<file path="src/hdl/modular_power_inverse_divide_macros.svh">
// Assertion macros shared by the modular power, inverse and divide block.
`ifndef MODULAR_POWER_INVERSE_DIVIDE_MACROS_SVH
`define MODULAR_POWER_INVERSE_DIVIDE_MACROS_SVH

// same-cycle implication
`define PMID_ASSERT_IMP(lbl, clk, rst, ante, cons) \
   lbl: assert property (@(posedge clk) disable iff (rst) (ante) |-> (cons)) \
      else $error("pmid assertion failed");

// next-cycle implication
`define PMID_ASSERT_NXT(lbl, clk, rst, ante, cons) \
   lbl: assert property (@(posedge clk) disable iff (rst) (ante) |=> (cons)) \
      else $error("pmid assertion failed");

`endif

</file>
<file path="src/hdl/pmid_pkg.sv">
// Types and constants of the modular power, inverse and divide block.
package pmid_pkg;

   localparam logic [1:0] FUNC_POW = 2'd0;
   localparam logic [1:0] FUNC_INV = 2'd1;
   localparam logic [1:0] FUNC_DIV = 2'd2;

   localparam logic [31:0] MODULUS_RESET = 32'd1000000007;
   localparam logic        CSR_MODULUS   = 1'b0;

   typedef struct packed {
      logic busy;
      logic done;
   } unit_status_type;

endpackage

</file>
<file path="src/hdl/pmid_mul.sv">
// Bit-serial modular multiplier: one multiplier bit per cycle over the 32-bit multiplier.
module pmid_mul (
   input  logic                     clock,
   input  logic                     reset,
   input  logic                     start,
   input  logic [31:0]              x,
   input  logic [31:0]              y,
   input  logic [31:0]              m,
   output logic [31:0]              prod,
   output pmid_pkg::unit_status_type status
);
   import pmid_pkg::*;

   logic [31:0] acc_ff, acc_in, x_ff, y_ff;
   logic [4:0]  cnt_ff;
   logic        busy_ff, done_ff;
   logic [32:0] dbl, dbl_red, sum, sum_red;

   always_comb begin
      dbl     = {acc_ff, 1'b0};
      dbl_red = (dbl >= {1'b0, m}) ? dbl - {1'b0, m} : dbl;
      sum     = dbl_red + (y_ff[31] ? {1'b0, x_ff} : 33'd0);
      sum_red = (sum >= {1'b0, m}) ? sum - {1'b0, m} : sum;
      acc_in  = sum_red[31:0];
   end

   always_ff @(posedge clock) begin
      if (reset) begin
         busy_ff <= 1'b0;
         done_ff <= 1'b0;
         cnt_ff  <= '0;
      end else begin
         done_ff <= 1'b0;
         if (start) begin
            busy_ff <= 1'b1;
            cnt_ff  <= '0;
         end else if (busy_ff) begin
            cnt_ff <= cnt_ff + 5'd1;
            if (cnt_ff == 5'd31) begin
               busy_ff <= 1'b0;
               done_ff <= 1'b1;
            end
         end
      end
   end

   always_ff @(posedge clock) begin
      if (start) begin
         acc_ff <= '0;
         x_ff   <= x;
         y_ff   <= y;
      end else if (busy_ff) begin
         acc_ff <= acc_in;
         y_ff   <= {y_ff[30:0], 1'b0};
      end
   end

   assign prod   = acc_ff;
   assign status = '{busy: busy_ff, done: done_ff};

endmodule

</file>
<file path="src/hdl/pmid_reduce.sv">
// Bit-serial reduction of a 64-bit operand modulo the modulus.
module pmid_reduce (
   input  logic                     clock,
   input  logic                     reset,
   input  logic                     start,
   input  logic [63:0]              value,
   input  logic [31:0]              m,
   output logic [31:0]              residue,
   output pmid_pkg::unit_status_type status
);
   import pmid_pkg::*;

   logic [31:0] rem_ff, rem_in;
   logic [63:0] val_ff;
   logic [5:0]  cnt_ff;
   logic        busy_ff, done_ff;
   logic [32:0] t;

   always_comb begin
      t      = {rem_ff, val_ff[63]};
      rem_in = (t >= {1'b0, m}) ? 32'(t - {1'b0, m}) : t[31:0];
   end

   always_ff @(posedge clock) begin
      if (reset) begin
         busy_ff <= 1'b0;
         done_ff <= 1'b0;
         cnt_ff  <= '0;
      end else begin
         done_ff <= 1'b0;
         if (start) begin
            busy_ff <= 1'b1;
            cnt_ff  <= '0;
         end else if (busy_ff) begin
            cnt_ff <= cnt_ff + 6'd1;
            if (cnt_ff == 6'd63) begin
               busy_ff <= 1'b0;
               done_ff <= 1'b1;
            end
         end
      end
   end

   always_ff @(posedge clock) begin
      if (start) begin
         rem_ff <= '0;
         val_ff <= value;
      end else if (busy_ff) begin
         rem_ff <= rem_in;
         val_ff <= {val_ff[62:0], 1'b0};
      end
   end

   assign residue = rem_ff;
   assign status  = '{busy: busy_ff, done: done_ff};

endmodule

</file>
<file path="src/hdl/modular_power_inverse_divide.sv">
// Top level: sequencer for modular power, inverse and divide.
// Sequence: operand reduction, then one square-and-multiply step per exponent bit
// (EXP_BITS bits for power, 32 for inverse and divide), plus a final multiply for divide.
// One transaction at a time: the next is accepted the cycle after the result is taken.
//   Throughput is set by the bit-serial reducers and multipliers and by rsp_ready.
// Synchronous active-high reset clears control state and sets the modulus.
`include "modular_power_inverse_divide_macros.svh"
module modular_power_inverse_divide #(
   parameter int EXP_BITS = 64
) (
   input  logic        clock,
   input  logic        reset,
   input  logic        req_valid,
   output logic        req_ready,
   input  logic [1:0]  req_func,
   input  logic [63:0] req_operand_a,
   input  logic [63:0] req_operand_b,
   input  logic [63:0] req_exponent,
   output logic        rsp_valid,
   input  logic        rsp_ready,
   output logic [31:0] rsp_result,
   input  logic        psel,
   input  logic        penable,
   input  logic        pwrite,
   input  logic [2:0]  paddr,
   input  logic [31:0] pwdata,
   output logic [31:0] prdata,
   output logic        pready
);
   import pmid_pkg::*;

   localparam int EW = (EXP_BITS > 32) ? EXP_BITS : 32;
   localparam int CW = $clog2(EW + 1);

   localparam logic [2:0] ST_IDLE   = 3'd0;
   localparam logic [2:0] ST_REDUCE = 3'd1;
   localparam logic [2:0] ST_POW    = 3'd2;
   localparam logic [2:0] ST_MUL    = 3'd3;
   localparam logic [2:0] ST_DONE   = 3'd4;

   logic [2:0]    state_ff;
   logic [31:0]   mod_ff;
   logic [1:0]    func_ff;
   logic [EW-1:0] exp_ff;
   logic [CW-1:0] cnt_ff, nbits_ff;
   logic [31:0]   r_ff, base_ff, res_ff, r_in;
   logic          mstart_ff;
   logic          req_fire, csr_wr;

   logic [31:0]     red_a, red_b, prod_rb, prod_bb;
   unit_status_type st_ra, st_rb, st_m1, st_m2;

   assign pready    = 1'b1;
   assign csr_wr    = psel & penable & pwrite;
   assign prdata    = (paddr[2] == CSR_MODULUS) ? mod_ff : 32'd0;
   assign req_ready = (state_ff == ST_IDLE);
   assign req_fire  = req_valid & req_ready;
   assign rsp_valid = (state_ff == ST_DONE);
   assign rsp_result = res_ff;
   assign r_in = exp_ff[0] ? prod_rb : r_ff;

   pmid_reduce u_red_a (
      .clock(clock), .reset(reset), .start(req_fire), .value(req_operand_a),
      .m(mod_ff), .residue(red_a), .status(st_ra)
   );
   pmid_reduce u_red_b (
      .clock(clock), .reset(reset), .start(req_fire), .value(req_operand_b),
      .m(mod_ff), .residue(red_b), .status(st_rb)
   );
   pmid_mul u_mul_rb (
      .clock(clock), .reset(reset), .start(mstart_ff), .x(r_ff), .y(base_ff),
      .m(mod_ff), .prod(prod_rb), .status(st_m1)
   );
   pmid_mul u_mul_bb (
      .clock(clock), .reset(reset), .start(mstart_ff), .x(base_ff), .y(base_ff),
      .m(mod_ff), .prod(prod_bb), .status(st_m2)
   );

   always_ff @(posedge clock) begin
      if (reset) begin
         mod_ff <= MODULUS_RESET;
      end else if (csr_wr && paddr[2] == CSR_MODULUS) begin
         mod_ff <= pwdata;
      end
   end

   always_ff @(posedge clock) begin
      if (reset) begin
         state_ff  <= ST_IDLE;
         mstart_ff <= 1'b0;
      end else begin
         mstart_ff <= 1'b0;
         unique case (state_ff)
            ST_IDLE: begin
               if (req_fire) begin
                  func_ff  <= req_func;
                  exp_ff   <= EW'(req_exponent[EXP_BITS-1:0]);
                  state_ff <= ST_REDUCE;
               end
            end
            ST_REDUCE: begin
               if (st_ra.done && st_rb.done) begin
                  if (mod_ff < 32'd2 || !(func_ff == FUNC_POW || func_ff == FUNC_INV
                        || func_ff == FUNC_DIV)) begin
                     res_ff   <= '0;
                     state_ff <= ST_DONE;
                  end else begin
                     base_ff <= (func_ff == FUNC_DIV) ? red_b : red_a;
                     if (func_ff != FUNC_POW) begin
                        exp_ff   <= EW'(mod_ff - 32'd2);
                        nbits_ff <= CW'(32);
                     end else begin
                        nbits_ff <= CW'(EXP_BITS);
                     end
                     r_ff      <= 32'd1;
                     cnt_ff    <= '0;
                     mstart_ff <= 1'b1;
                     state_ff  <= ST_POW;
                  end
               end
            end
            ST_POW: begin
               if (st_m1.done && st_m2.done) begin
                  exp_ff <= exp_ff >> 1;
                  cnt_ff <= cnt_ff + CW'(1);
                  if (cnt_ff == nbits_ff - CW'(1)) begin
                     if (func_ff == FUNC_DIV) begin
                        r_ff      <= r_in;
                        base_ff   <= red_a;
                        mstart_ff <= 1'b1;
                        state_ff  <= ST_MUL;
                     end else begin
                        res_ff   <= r_in;
                        state_ff <= ST_DONE;
                     end
                  end else begin
                     r_ff      <= r_in;
                     base_ff   <= prod_bb;
                     mstart_ff <= 1'b1;
                  end
               end
            end
            ST_MUL: begin
               if (st_m1.done) begin
                  res_ff   <= prod_rb;
                  state_ff <= ST_DONE;
               end
            end
            ST_DONE: begin
               if (rsp_ready) begin
                  state_ff <= ST_IDLE;
               end
            end
            default: state_ff <= ST_IDLE;
         endcase
      end
   end

   `PMID_ASSERT_NXT(a_accept_reduce, clock, reset, req_fire, state_ff == ST_REDUCE)
   `PMID_ASSERT_IMP(a_red_in_range, clock, reset, st_ra.done && mod_ff >= 32'd2, red_a < mod_ff)
   `PMID_ASSERT_IMP(a_cnt_bound, clock, reset, state_ff == ST_POW, cnt_ff < nbits_ff)
   `PMID_ASSERT_IMP(a_mul_in_range, clock, reset, st_m1.done && state_ff == ST_POW,
      prod_rb < mod_ff)

endmodule

</file>
<file path="config.mk">
export PLATFORM = sky130hd
export DESIGN_NAME = modular_power_inverse_divide
export DESIGN_NICKNAME = d
export VERILOG_FILES = /design/src/hdl/pmid_pkg.sv /design/src/hdl/pmid_mul.sv /design/src/hdl/pmid_reduce.sv /design/src/hdl/modular_power_inverse_divide.sv
export VERILOG_INCLUDE_DIRS = /design/src /design/src/hdl
export SDC_FILE = /design/constraint.sdc
export NUM_CORES = 2
export LEC_CHECK = 0
export ABC_AREA = 1
export ABC_CLOCK_PERIOD_IN_PS = 9060
export BUFFER_PORTS_ARGS = -buffer_cell sky130_fd_sc_hd__clkbuf_2
export CORE_MARGIN = 5
export CORE_UTILIZATION = 52
export CTS_BUF_LIST = sky130_fd_sc_hd__clkbuf_16
export DETAILED_ROUTE_END_ITERATION = 12
export HOLD_SLACK_MARGIN = 0.12
export PLACE_DENSITY = 0.73
export SYNTH_ARGS = -nofsm -noshare
export SYNTH_HDL_FRONTEND = slang
export SYNTH_SLANG_ARGS = --single-unit
export TNS_END_PERCENT = 1
</file>
<file path="constraint.sdc">
create_clock -name clock -period 9.06 [get_ports clock]
set_clock_uncertainty 0.05 [all_clocks]
set_input_delay 0.906 -clock clock [delete_from_list [all_inputs] [get_ports clock]]
set_output_delay 0.906 -clock clock [all_outputs]
set_load 0.01 [all_outputs]
</file>
==> run metrics <==
yosys warns 0; number of synthesized flops with an enable pin 427; sequential area share after synthesis 0.378; TritonCTS Sinks 621; Tmin final 7.81 ns; Residual DRC 0; slew margin rel. 0.129; vias per cell 5.65; clk slew on worst S/H paths 0.06 ns; max-cap viol count 0; max frequency 0.128 GHz; Synth Cell Area 44,200 um2; Post-synth ARST share 0; Starting Density 0.522; commonest non-fill, non-tap cell in the layout nand2_1; Fill cells 8,110; Port Buffers 299; crit start category register; Final Hold Viols 0; dpl hpwl 118,000 um; first-pass GRT wire length 230,000 um; Worst Hold Class register to register; post-CTS resize count 0; worst-path fanout max 32; GRT overflow 0; Layout area overhead 10.8%; most common flop cell mapped by yosys edfxtp_1; worst reg2reg path startpoint mod_ff[31]; initial antenna violation count 6; reg-to-reg slack, setup 1.25 ns; commonest cells after routing, fill and taps aside 2,035 x nand2_1, 681 x inv_1, 446 x nor2_1; Die Width 302 um; via count 42,600; count of mapped cells out of synthesis 6,089; Ports 303; GRT Util Overall 0.327; RSZ-0062 raised after global routing no; die area 91,000 um2; critical path required time 9.54 ns; share of post-route cells with drive strength above 1 0.0927; cts-stage hold buffer count 0; worst skew pair latency 0.65 ns; count of cell types in the netlist 60; largest net degree at the start of global routing 90; status finished clean; GPL Wtd Cong 1.02; pwr/cell area 409 nW/um2; Syn Area/Cell 7.26 um2; DRT Pass-1 Iters 8; cell mode on critical path nand2_1; Final setup viols 0; CTS Root Cell clkbuf_16; Syn Nets 6,597; Fin Hold WS 0.396 ns; CP Class register to register; H-tree depth 3; CTS tree done; Detail Route Antenna Nets 0; critical path's slowest cell inv_1; DRT iter0 DRCs 4,337; Arr. time, crit path 8.29 ns; Hold Path Sink u_mul_bb.x_ff[10]; FF+latch area 16,700 um2; DR WL/cell 20.4 um; die height 302 um; vias in the first global route 39,500; Post-CTS Setup Repair Bufs 0; core area 84,700 um2; peak supply drop 0.000378 V; hold path start base_ff[10]; fin crit share 0.862; Setup crit end kind register; Worst-Margin Slew 1.30 ns; clk buf depth 3; CTS Buf Count 72; Cell Rows 107; Worst Hold Path Cells 0; R2R depth 35; reg-to-reg endpoint u_mul_bb.prod[11]; nets@finish 6,836; Lkg Pwr 23.8 nW; CP max stage delay 0.87 ns; multi-input logic area 24,100 um2; Synth Register Bits 621; Final Max Tran Viols 0; Sum Neg Setup Slack 0 ns; final WL 154,000 um
## stage by stage
stage	utilization	setup WS, ns	instance area [um2]	std cells	total power [mW]
finish	0.578	1.25	49000	7540	20.1
global route	0.578	0.764	49000	7537	21.6
CTS	0.578	1.45	49000	7532	19.8
detailed placement	0.552	1.57	46800	7398	17.0
global placement	0.552	1.64	46800	7398	16.9
floorplan	-	0.410	44200	6089	13.8
## cells in the mapped netlist (8+ instances only)
master | count | share of area
nor3_1 | 62 | 0.0070
nor2_2 | 8 | 0.0011
nand3_1 | 315 | 0.036
fa_1 | 8 | 0.0036
a31o_2 | 19 | 0.0038
ha_1 | 264 | 0.075
a31oi_1 | 26 | 0.0037
inv_2 | 10 | 0.00085
o21ai_0 | 266 | 0.030
clkbuf_1 | 145 | 0.012
nand4_1 | 100 | 0.014
buf_1 | 9 | 0.00076
o21bai_1 | 35 | 0.0059
a21o_1 | 42 | 0.0071
nand3_2 | 31 | 0.0070
and3_1 | 9 | 0.0013
inv_1 | 663 | 0.056
buf_4 | 8 | 0.0014
xnor2_1 | 88 | 0.017
xor2_1 | 109 | 0.022
nor2_4 | 8 | 0.0020
nor2_1 | 454 | 0.039
nor3b_1 | 9 | 0.0015
edfxtp_1 | 427 | 0.29
o22ai_1 | 20 | 0.0028
mux2i_1 | 21 | 0.0048
o21ai_1 | 31 | 0.0035
dfxtp_1 | 194 | 0.088
o21a_1 | 21 | 0.0036
buf_2 | 20 | 0.0023
buf_6 | 15 | 0.0038
a21oi_1 | 434 | 0.049
nand2_1 | 2037 | 0.17
o211ai_1 | 28 | 0.0048
nand3b_1 | 57 | 0.0097
nor4_1 | 12 | 0.0017
nand2_2 | 19 | 0.0027
## worst max-delay path by stage
stage / slack [ns] / depth (start not counted) / endpoint / start
floorplan: 0.41 / 15 / exp_ff[0] / mod_ff[1]
global placement: 1.64 / 35 / u_mul_bb.prod[1] / mod_ff[31]
detailed placement: 1.57 / 35 / u_mul_bb.prod[30] / mod_ff[31]
CTS: 1.45 / 35 / u_mul_bb.prod[11] / mod_ff[31]
global route: 0.76 / 35 / u_mul_bb.prod[11] / mod_ff[31]
finish: 1.25 / 35 / u_mul_bb.prod[11] / mod_ff[31]
## power breakdown
group	total (mW)	internal (mW)	leakage, nW	switching (mW)
combinational	12.7	4.02	17.0	8.64
sequential	4.65	4.17	5.64	0.487
clock	2.74	1.49	1.15	1.26
## cell families after synthesis
| family | count (synthesis) | synth area share |
|---|---|---|
| and+or+nand+nor | 3143 | 0.300 |
| AOI/OAI and AO/OA | 963 | 0.122 |
| other | 1 | 0.0000848 |
| DFF | 621 | 0.378 |
| muxes | 21 | 0.00475 |
| xor gates and xnor gates | 197 | 0.0390 |
| adders and majority gates | 272 | 0.0783 |
| buffers and inverters | 871 | 0.0777 |
## worst max-delay path, delay by kind of cell, from the launching register on
| family | cells | cell delay (ns) |
|---|---|---|
| flip-flops | 1 | 0.32 |
| AND/OR/NAND/NOR | 21 | 2.78 |
| XOR/XNOR | 1 | 0.27 |
| adder cells (fa/ha/maj) | 3 | 1.14 |
| buffers and inverters | 7 | 1.88 |
| AO/OA/AOI/OAI | 3 | 1.21 |
## metal layers
metal	vias up	part of all wire	track usage
met5	-	0.000084	0
met4	2	0.056	0.153
met3	381	0.091	0.0663
met2	1943	0.44	0.515
met1	19600	0.41	0.435
li1	20700	-	-
## registers in the layout (all words and copies together) (netlist names), 7 cells and up
signal / flops
u_mul_rb.y_ff: 32
cnt_ff: 7
exp_ff: 64
u_red_b.val_ff: 64
u_red_b.residue: 32
base_ff: 32
u_mul_rb.x_ff: 32
u_mul_rb.prod: 32
mod_ff: 32
u_mul_bb.prod: 32
u_red_a.val_ff: 64
r_ff: 32
u_mul_bb.x_ff: 32
u_red_a.residue: 32
rsp_result: 32
u_mul_bb.y_ff: 32
## final cells by class
cell class                      count  share of cell area
Antenna cell                        8            0.000408
Clock buffer                       73              0.0373
Clock inverter                     61             0.00768
Inverter                          674              0.0517
Multi-Input combinational cell   4597               0.493
Sequential cell                   621               0.341
Tap cell                         1144              0.0292
Timing Repair Buffer              362              0.0402
Power figures use the tool's default switching activity.
